## src/rtl/wsu_pkg.sv

```systemverilog
`timescale 1ns / 1ps
`default_nettype none

package wsu_pkg;

  localparam logic [6:0] LEN_MASK  = 7'h7f;
  localparam logic [6:0] LEN_EXT16 = 7'd126;
  localparam logic [6:0] LEN_EXT64 = 7'd127;
  localparam logic [6:0] LEN_SHORT_MAX = 7'd125;
  localparam logic [7:0] BYTE_MASK = 8'd255;

  typedef struct packed {
    logic [7:0] in_byte;
    logic       frame_start;
  } in_item_t;

  typedef struct packed {
    logic [7:0] data_byte;
    logic       has_data;
    logic       last_of_frame;
    logic       bad_length;
  } out_item_t;

  // Result of one parsed byte, handed to the output stage.
  typedef struct packed {
    logic      valid;
    out_item_t item;
  } parse_res_t;

endpackage

`default_nettype wire

```

## src/rtl/wsu_parser.sv

```systemverilog
`timescale 1ns / 1ps
`default_nettype none

module wsu_parser
  import wsu_pkg::*;
(
  input  wire logic       clk,
  input  wire logic       rst_n,
  input  wire logic       step,
  input  wire in_item_t   in_item,
  output parse_res_t      res
);

  typedef enum logic [2:0] {
    PH_DISCARD,
    PH_LENGTH,
    PH_EXTLEN,
    PH_KEY,
    PH_PAYLOAD
  } phase_t;

  phase_t      phase_r, phase_nxt;
  logic [1:0]  hdr_idx_r, hdr_idx_nxt;
  logic [31:0] mask_key_r, mask_key_nxt;
  logic [15:0] payload_left_r, payload_left_nxt;
  logic [1:0]  key_pos_r, key_pos_nxt;

  logic [6:0]  len_code;
  logic [7:0]  key_byte;
  logic [15:0] left_dec;

  assign len_code = in_item.in_byte[6:0] & LEN_MASK;
  assign key_byte = mask_key_r[{key_pos_r, 3'b000} +: 8];
  assign left_dec = (payload_left_r != 16'd0) ? (payload_left_r - 16'd1) : payload_left_r;

  always_comb begin
    phase_nxt        = phase_r;
    hdr_idx_nxt      = hdr_idx_r;
    mask_key_nxt     = mask_key_r;
    payload_left_nxt = payload_left_r;
    key_pos_nxt      = key_pos_r;
    res              = '0;

    if (in_item.frame_start) begin
      // A frame start always restarts, dropping any frame in progress.
      phase_nxt        = PH_LENGTH;
      hdr_idx_nxt      = 2'd0;
      mask_key_nxt     = 32'd0;
      payload_left_nxt = 16'd0;
      key_pos_nxt      = 2'd0;
    end else begin
      case (phase_r)
        PH_LENGTH: begin
          hdr_idx_nxt = 2'd0;
          if (len_code == LEN_EXT64) begin
            phase_nxt              = PH_DISCARD;
            res.valid              = 1'b1;
            res.item.last_of_frame = 1'b1;
            res.item.bad_length    = 1'b1;
          end else if (len_code == LEN_EXT16) begin
            payload_left_nxt = 16'd0;
            phase_nxt        = PH_EXTLEN;
          end else begin
            // Codes up to LEN_SHORT_MAX are the length itself.
            payload_left_nxt = {9'd0, len_code};
            phase_nxt        = PH_KEY;
          end
        end
        PH_EXTLEN: begin
          payload_left_nxt = {payload_left_r[7:0], in_item.in_byte};
          if (hdr_idx_r == 2'd1) begin
            hdr_idx_nxt = 2'd0;
            phase_nxt   = PH_KEY;
          end else begin
            hdr_idx_nxt = 2'd1;
          end
        end
        PH_KEY: begin
          mask_key_nxt[{hdr_idx_r, 3'b000} +: 8] = in_item.in_byte;
          if (hdr_idx_r == 2'd3) begin
            hdr_idx_nxt = 2'd0;
            key_pos_nxt = 2'd0;
            if (payload_left_r == 16'd0) begin
              phase_nxt              = PH_DISCARD;
              res.valid              = 1'b1;
              res.item.last_of_frame = 1'b1;
            end else begin
              phase_nxt = PH_PAYLOAD;
            end
          end else begin
            hdr_idx_nxt = hdr_idx_r + 2'd1;
          end
        end
        PH_PAYLOAD: begin
          key_pos_nxt            = key_pos_r + 2'd1;
          payload_left_nxt       = left_dec;
          res.valid              = 1'b1;
          res.item.data_byte     = in_item.in_byte ^ key_byte;
          res.item.has_data      = 1'b1;
          res.item.last_of_frame = (left_dec == 16'd0);
          if (left_dec == 16'd0) begin
            phase_nxt = PH_DISCARD;
          end
        end
        default: begin
          phase_nxt = PH_DISCARD;
        end
      endcase
    end
  end

  always_ff @(posedge clk) begin
    if (!rst_n) begin
      phase_r        <= PH_DISCARD;
      hdr_idx_r      <= 2'd0;
      mask_key_r     <= 32'd0;
      payload_left_r <= 16'd0;
      key_pos_r      <= 2'd0;
    end else if (step) begin
      phase_r        <= phase_nxt;
      hdr_idx_r      <= hdr_idx_nxt;
      mask_key_r     <= mask_key_nxt;
      payload_left_r <= payload_left_nxt;
      key_pos_r      <= key_pos_nxt;
    end
  end

endmodule

`default_nettype wire

```

## src/rtl/wsu_out_reg.sv

```systemverilog
`timescale 1ns / 1ps
`default_nettype none

module wsu_out_reg
  import wsu_pkg::*;
(
  input  wire logic       clk,
  input  wire logic       rst_n,
  input  wire logic       in_valid,
  output logic            in_stall,
  output logic            step,
  input  wire parse_res_t res,
  output logic            out_valid,
  input  wire logic       out_stall,
  output out_item_t       out_data
);

  logic      out_valid_r, out_valid_nxt;
  out_item_t out_data_r;

  // Hold the input only while a result waits and is not being taken.
  assign in_stall = out_valid_r && out_stall;
  assign step     = in_valid && !in_stall;

  always_comb begin
    out_valid_nxt = out_valid_r;
    if (step) begin
      out_valid_nxt = res.valid;
    end else if (!out_stall) begin
      out_valid_nxt = 1'b0;
    end
  end

  always_ff @(posedge clk) begin
    if (!rst_n) begin
      out_valid_r <= 1'b0;
    end else begin
      out_valid_r <= out_valid_nxt;
    end
  end

  always_ff @(posedge clk) begin
    if (step && res.valid) begin
      out_data_r <= res.item;
    end
  end

  assign out_valid = out_valid_r;
  assign out_data  = out_data_r;

endmodule

`default_nettype wire

```

## src/rtl/websocket_frame_unmask.sv

```systemverilog
`timescale 1ns / 1ps
`default_nettype none
// Latency: a result appears in the cycle after the byte that causes it is accepted.
// Throughput: one byte per cycle, set by the single output register; a byte is
// taken whenever the output register is empty or its transaction completes.
// Reset (synchronous, rst_n low): parser returns to discard-until-frame-start,
// header counters, key and length clear, and the output register empties.

module websocket_frame_unmask
  import wsu_pkg::*;
(
  input  wire logic     clk,
  input  wire logic     rst_n,
  input  wire logic     in_valid,
  output logic          in_stall,
  input  wire in_item_t in_data,
  output logic          out_valid,
  input  wire logic     out_stall,
  output out_item_t     out_data
);

  logic       step;
  parse_res_t res;

  wsu_parser u_parser (
    .clk     (clk),
    .rst_n   (rst_n),
    .step    (step),
    .in_item (in_data),
    .res     (res)
  );

  wsu_out_reg u_out_reg (
    .clk       (clk),
    .rst_n     (rst_n),
    .in_valid  (in_valid),
    .in_stall  (in_stall),
    .step      (step),
    .res       (res),
    .out_valid (out_valid),
    .out_stall (out_stall),
    .out_data  (out_data)
  );

endmodule

`default_nettype wire

```

## config.mk

```make
export PLATFORM = sky130hd
export DESIGN_NAME = websocket_frame_unmask
export DESIGN_NICKNAME = d
export VERILOG_FILES = /design/src/rtl/wsu_pkg.sv /design/src/rtl/wsu_parser.sv /design/src/rtl/wsu_out_reg.sv /design/src/rtl/websocket_frame_unmask.sv
export SDC_FILE = /design/constraint.sdc
export NUM_CORES = 1
export LEC_CHECK = 0
export BUFFER_PORTS_ARGS = -buffer_cell sky130_fd_sc_hd__buf_4
export CAP_MARGIN = 20
export CORE_UTILIZATION = 55
export CTS_BUF_LIST = sky130_fd_sc_hd__clkbuf_8 sky130_fd_sc_hd__clkbuf_16
export DETAILED_ROUTE_END_ITERATION = 8
export GPL_ROUTABILITY_DRIVEN = 0
export PLACE_DENSITY_LB_ADDON = 0.2
export SYNTH_ARGS = -nofsm -noshare
export SYNTH_HDL_FRONTEND = slang
export SYNTH_SLANG_ARGS = --single-unit
```

## constraint.sdc

```tcl
create_clock -name clk -period 2.69 [get_ports clk]
set_input_delay 0.269 -clock clk [delete_from_list [all_inputs] [get_ports clk]]
set_output_delay 0.269 -clock clk [all_outputs]
set_load 0.03 [all_outputs]
```

# == After elaboration in Yosys (flattened, before gate mapping) ==
# Cells that the tools add are included.
# word_totals
ff_bits,67
latch_bits,0
mem_bits_rw,0
rom_bits,0
n_memories,0
# classes
addsub,4
multipliers,0
div_mod_pow,0
magnitude_cmp,0
eq_ne,13
n_shift,3
n_mux,34
bitwise,3
reduce_logical,18
# ops
operator,n
$mux W32,2
$mux W16,3
$pmux W16 S3,1
$bwmux W32,1
$logic_not A16 Y1,2
$shift A8 B7 Y32 const A,1
$shiftx A32 B6 Y8,1
$shiftx A8 B7 Y32,1
$mux W3,6
$reduce_bool A16 Y1,1
$sub A16 B1 Y16 const B,1
$eq A7 B7 Y1 const B,2
$mux W12,1
$pmux W3 S4,1
$mux W2,5
$mux W9,1
$ne A3 B2 Y1 const B,3
$mux W1,8
$reduce_bool A4 Y1,2
$xor A8 B8 Y8,1
$mux W7,1
$neg A5 Y7,1
$eq A3 B2 Y1 const B,2
$pmux W1 S3,2
other kinds (18),25

# == Longest topological paths before layout ==
# depth
depth_word,6
mapped_depth,10
mapped_depth_nobuf,9

# == Hierarchy ==
# From an unflattened synthesis, not the netlist that was laid out.
# hier_totals
hier_cells,434
area_unflattened_um2,3868.7
# by_module_without_submodules
module,instances,cells_per_inst,area_per_inst_um2
wsu_parser,1,416,3487.1
wsu_out_reg,1,18,381.6

# == Least setup slack after synthesis ==
# OpenSTA, ideal clock, no wires.
# synth_timing
path_type,reg-to-reg
start,reg u_parser.payload_left_r[0]
end,reg u_out_reg.out_data_r (netlist bit u_out_reg.out_data[0]) (enable)
setup_ps,381
arrival_time_ps,2141
required_time_ps,2309
path_slack_ps,168
path_stages_with_launch,9
period_less_slack_ps,2522
path_cell_list,dfxtp_1 inv_1 ha_1 nor4b_4 nand4_1 buf_2 o22ai_1 nand3b_1 a211oi_2
# synth_between
elab_chain_len,6
# synth_rtl
item,line,rtl
start: declaration,wsu_parser.sv:25,"logic [15:0] payload_left_r, payload_left_nxt;"
start signal: assignment,wsu_parser.sv:123,payload_left_r <= payload_left_nxt;
$logic_not A16 Y1,wsu_parser.sv:83,if (payload_left_r == 16'd0) begin
$mux W1,wsu_parser.sv:83,
$mux W1,wsu_parser.sv:80,if (hdr_idx_r == 2'd3) begin
$pmux W1 S3,wsu_parser.sv:52,case (phase_r)
$mux W12,wsu_parser.sv:44,if (in_item.frame_start) begin
$logic_and A1 B1 Y1,wsu_out_reg.sv:43,if (step && res.valid) begin
end signal: assignment,wsu_out_reg.sv:44,out_data_r <= res.item;
end: declaration,wsu_out_reg.sv:19,out_item_t out_data_r;
# Every way passes these cells.
# A chain may end at the register's enable or synchronous reset.

# == Worst setup path in the final report ==
# layout_timing
start,reg u_parser.payload_left_r[1]
end,reg u_out_reg.out_data_r (netlist bit u_out_reg.out_data[3]) (enable)
# The elaborated chain is that of the path after synthesis.

==> metrics.txt <==
# TYPE chip_impl_metric gauge
chip_impl_info{name="top_layer",value="met4"} 1
chip_impl_metric{name="yosysSeqAreaShare",unit="%"} 37.2
chip_impl_metric{name="p_switching",unit="mW"} 0.642
chip_impl_metric{name="synth_xor_xnor_area_share",unit="%"} 4.04
chip_impl_metric{name="max-vdd-ir-drop",unit="mV"} 0.282
chip_impl_metric{name="synth_simple_gate_area_share",unit="%"} 30.0
chip_impl_metric{name="fp-row-count",unit=""} 30
chip_impl_metric{name="ff_latch_area",unit="sq um"} 1450
chip_impl_metric{name="synthesized_instance_count",unit=""} 467
chip_impl_metric{name="synth.distinct_cells",unit=""} 51
chip_impl_metric{name="die_height",unit="um"} 86.2
chip_impl_metric{name="achievable-frequency",unit="MHz"} 427
chip_impl_metric{name="drt-initial-drc-count",unit=""} 307
chip_impl_info{name="holdCritPathClass",value="in2reg"} 1
chip_impl_metric{name="global_router_s_overall_resource_usage",unit="%"} 28.0
chip_impl_metric{name="post_synth_instance_area",unit="sq um"} 3900
chip_impl_info{name="final_cell_mix",value="56 x nand2_1, 56 x dfxtp_1, 43 x buf_4"} 1
chip_impl_metric{name="clock_path_buffers",unit=""} 2
chip_impl_metric{name="layout_worst_path_cycle_share",unit="%"} 87.0
chip_impl_metric{name="cts-resized-gates",unit=""} 0
chip_impl_info{name="synth_top_family_by_area",value="simple AND/OR/NAND/NOR gates"} 1
chip_impl_metric{name="ys_seq_elements",unit=""} 67
chip_impl_metric{name="wl_met2",unit="mm"} 4.52
chip_impl_metric{name="layout.filler_cells",unit=""} 631
chip_impl_metric{name="cts_setup_buffers",unit=""} 0
chip_impl_metric{name="hold_depth",unit=""} 3
chip_impl_metric{name="pin_count_of_the_biggest_net_entering_global_routing",unit=""} 59
chip_impl_info{name="synth.area.top_cells",value="dfxtp_1 29%, edfxtp_1 8.5%, nand2_1 5.4%, nor2b_1 4.8%, mux4_2 4.6%"} 1
chip_impl_info{name="cp-start-kind",value="register"} 1
chip_impl_metric{name="dr.pass1.iters",unit=""} 5
chip_impl_metric{name="cts_clk_pin_slew_worst_paths",unit="ps"} 80
chip_impl_metric{name="effective_utilization_at_floorplan",unit="%"} 57.1
chip_impl_metric{name="multi_input_comb_area",unit="sq um"} 2300
chip_impl_metric{name="fin_nets",unit=""} 511
chip_impl_metric{name="static_leak",unit="nW"} 1.54
chip_impl_metric{name="drv_slew",unit=""} 0
chip_impl_metric{name="critical_path_arrival",unit="ps"} 2400
chip_impl_info{name="critPathCaptureType",value="register"} 1
chip_impl_metric{name="async_reset_ff_share",unit="%"} 0
chip_impl_metric{name="timing.critical_path.required",unit="ps"} 2750
chip_impl_metric{name="worst_skew_pair.late_latency",unit="ps"} 360
chip_impl_metric{name="post-synth-top-area-fraction",unit="%"} 28.8
chip_impl_metric{name="worst_clock_skew",unit="ps"} 11.3
chip_impl_metric{name="design.die.area",unit="sq um"} 7430
chip_impl_metric{name="met3WireLength",unit="um"} 650
chip_impl_metric{name="cts.sinks",unit=""} 67
chip_impl_metric{name="p_seq_share",unit="%"} 48.4
chip_impl_metric{name="totalNegativeSetupSlack",unit="ps"} 0
chip_impl_metric{name="die_width",unit="um"} 86.2
chip_impl_info{name="crit-reg2reg-launch",value="u_parser.payload_left_r[1]"} 1
chip_impl_info{name="cts_tree",value="done"} 1
chip_impl_metric{name="layout_area_overhead",unit="%"} 13.0
chip_impl_metric{name="comb_power_share",unit="%"} 15.7
chip_impl_metric{name="max_slew_margin",unit="%"} 48.5
chip_impl_metric{name="vias_per_cell",unit=""} 5.96
chip_impl_metric{name="grt_pass1_vias",unit=""} 3174
chip_impl_metric{name="swShare",unit="%"} 30.0
chip_impl_metric{name="fin_worst_hold_slack",unit="ps"} 221
chip_impl_metric{name="clockPowerShare",unit="%"} 35.9
chip_impl_metric{name="synth_fp_nets",unit=""} 486
chip_impl_metric{name="maximum_capacitance_violations",unit=""} 0
chip_impl_info{name="whs_endpoint",value="u_parser.mask_key_r[31]"} 1
chip_impl_info{name="unrepaired_setup_endpoints_after_global_routing",value="false"} 1
chip_impl_metric{name="post-route-drc-count",unit=""} 0
chip_impl_metric{name="setup_viol_count_final",unit=""} 0
chip_impl_info{name="root_buffer",value="clkbuf_8"} 1
chip_impl_metric{name="final-hold-violation-count",unit=""} 0
chip_impl_info{name="result_of_the_run",value="finished, final reports clean"} 1
chip_impl_metric{name="finalWirelength",unit="mm"} 9.75
chip_impl_info{name="hp-start",value="in_data[8]"} 1
chip_impl_metric{name="post-route-min-period",unit="ps"} 2340
chip_impl_metric{name="ctsHtreeMaxLevel",unit=""} 3
chip_impl_metric{name="layout_cell_share_with_drive_strength_beyond_1",unit="%"} 16.3
chip_impl_metric{name="i_o_pin_count",unit=""} 26
chip_impl_metric{name="yosysWarnings",unit=""} 0
chip_impl_metric{name="timing.critical_path.fanout_max",unit=""} 10
chip_impl_metric{name="grt_pass1_wl",unit="mm"} 15.9
chip_impl_info{name="yosysTopAreaCell",value="dfxtp_1"} 1
chip_impl_metric{name="route.vias.total",unit=""} 3536
chip_impl_metric{name="synth_enable_flop_cells",unit=""} 11
chip_impl_info{name="reg2reg_to",value="u_out_reg.out_data[3]"} 1
chip_impl_metric{name="compound_gate_fraction_of_synth_area",unit="%"} 17.0
chip_impl_metric{name="regToRegSetupSlack",unit="ps"} 350
chip_impl_metric{name="post_synth_mux_area_share",unit="%"} 5.94
chip_impl_metric{name="worst_pin_slew",unit="ps"} 768
chip_impl_metric{name="portBuffers",unit=""} 25
chip_impl_metric{name="holdBufCountCts",unit=""} 0
chip_impl_metric{name="r2r_cells",unit=""} 8
chip_impl_metric{name="antenna_found_initial",unit=""} 0
chip_impl_metric{name="detailedPlacementHpwl",unit="mm"} 6.65
chip_impl_metric{name="routedLengthMet1",unit="mm"} 4.38
chip_impl_info{name="synth_ff_type",value="dfxtp_1"} 1
chip_impl_metric{name="core_region_area",unit="sq um"} 6830
chip_impl_info{name="worst-setup-path-type",value="reg2reg"} 1
chip_impl_metric{name="overflow",unit=""} 0
chip_impl_metric{name="synth_adder_area_share",unit="%"} 1.93
chip_impl_metric{name="antenna_cells",unit=""} 0
chip_impl_metric{name="tritoncts.num_buffers",unit=""} 9
chip_impl_metric{name="synth.avg_cell_area",unit="sq um"} 8.35
chip_impl_metric{name="total_power_per_unit_cell_area",unit="nW/um^2"} 487
chip_impl_metric{name="remaining_antenna_violation_count",unit=""} 0
chip_impl_metric{name="p_int",unit="mW"} 1.50
chip_impl_metric{name="avgRoutedWirePerCell",unit="um"} 16.4
## how the worst max path moves through the flow
stage                                 end  slack (ps)  cells after the start                        from
CTS                 u_out_reg.out_data[3]         350                      8  u_parser.payload_left_r[1]
global route        u_out_reg.out_data[1]         140                     10  u_parser.payload_left_r[1]
finish              u_out_reg.out_data[3]         350                      8  u_parser.payload_left_r[1]
detailed placement  u_out_reg.out_data[3]         380                      8  u_parser.payload_left_r[1]
floorplan           u_out_reg.out_data[0]         170                      8  u_parser.payload_left_r[0]
global placement    u_out_reg.out_data[3]         440                      8  u_parser.payload_left_r[1]
## cells by family (layout without fill, tap and decap cells)
family / Yosys count / count (layout)
AND/OR/NAND/NOR: 221 / 221
adder cells (fa/ha/maj): 6 / 6
buffers and inverters: 37 / 67
XOR/XNOR: 18 / 18
multiplexers: 13 / 13
flip-flops: 67 / 67
AO/OA/AOI/OAI: 105 / 105
## cells in the mapped netlist, types with 8 or more instances
master,n
edfxtp_1,11
clkbuf_1,20
inv_1,8
nor3_1,21
mux4_2,8
dfxtp_1,56
nor2_1,41
xnor2_1,11
a22oi_1,10
a21boi_0,22
a21oi_1,27
nand2_1,56
nand3_1,24
o21ai_0,17
nor2b_1,30
nand2b_1,12
## flip-flops by register name (all words and copies together), names as in the netlist
register	count
u_out_reg.out_data	11
u_parser.mask_key_r	32
u_parser.hdr_idx_r	2
u_parser.payload_left_r	16
u_parser.key_pos_r	2
u_parser.phase_r	3
u_out_reg.out_valid	1
## metrics by stage
step                      instances  utilization (%)  instance area, sq um  setup slack, ps  power (mW)
after global placement          575             61.6                  4210              442        1.39
final                           593             64.5                  4400              349        2.14
after detailed placement        575             61.6                  4210              382        1.39
after global routing            593             64.5                  4400              145        2.23
after floorplan                 467                -                  3900              168        1.30
after CTS                       591             64.2                  4390              348        2.15
## power by group through the flow
stage / sequential, mW / combinational [mW] / clock (mW)
2_1_floorplan: 1.05 / 0.243 / 0
3_3_place_gp: 1.06 / 0.327 / 0
3_5_place_dp: 1.06 / 0.329 / 0
4_1_cts: 1.04 / 0.331 / 0.777
5_1_grt: 1.04 / 0.368 / 0.821
6_report: 1.04 / 0.336 / 0.769
## layer usage
layer | up-vias | GRT usage (%)
met5 | - | 0
met4 | 0 | 11.5
met3 | 18 | 3.71
met2 | 147 | 44.2
met1 | 1671 | 39.1
li1 | 1700 | -
## final cells by class
cell class	count	share of cell area, %
multi-input cells	363	52.3
flip-flops and latches	67	33.0
repair buffers	43	7.33
clock buffers	9	2.81
well taps	96	2.73
clock inverters	7	1.22
inverters	8	0.682
## worst max-delay path, stage by stage, from the launching register on
cell and delay, ps:
dfxtp_1 360, inv_1 90, ha_1 140, nor4b_4 330, nand4_1 270, o22ai_1 200, nand3b_1 130, a211oi_2 270
buf_4 250
No activity file was read; power rests on OpenSTA's default activity.
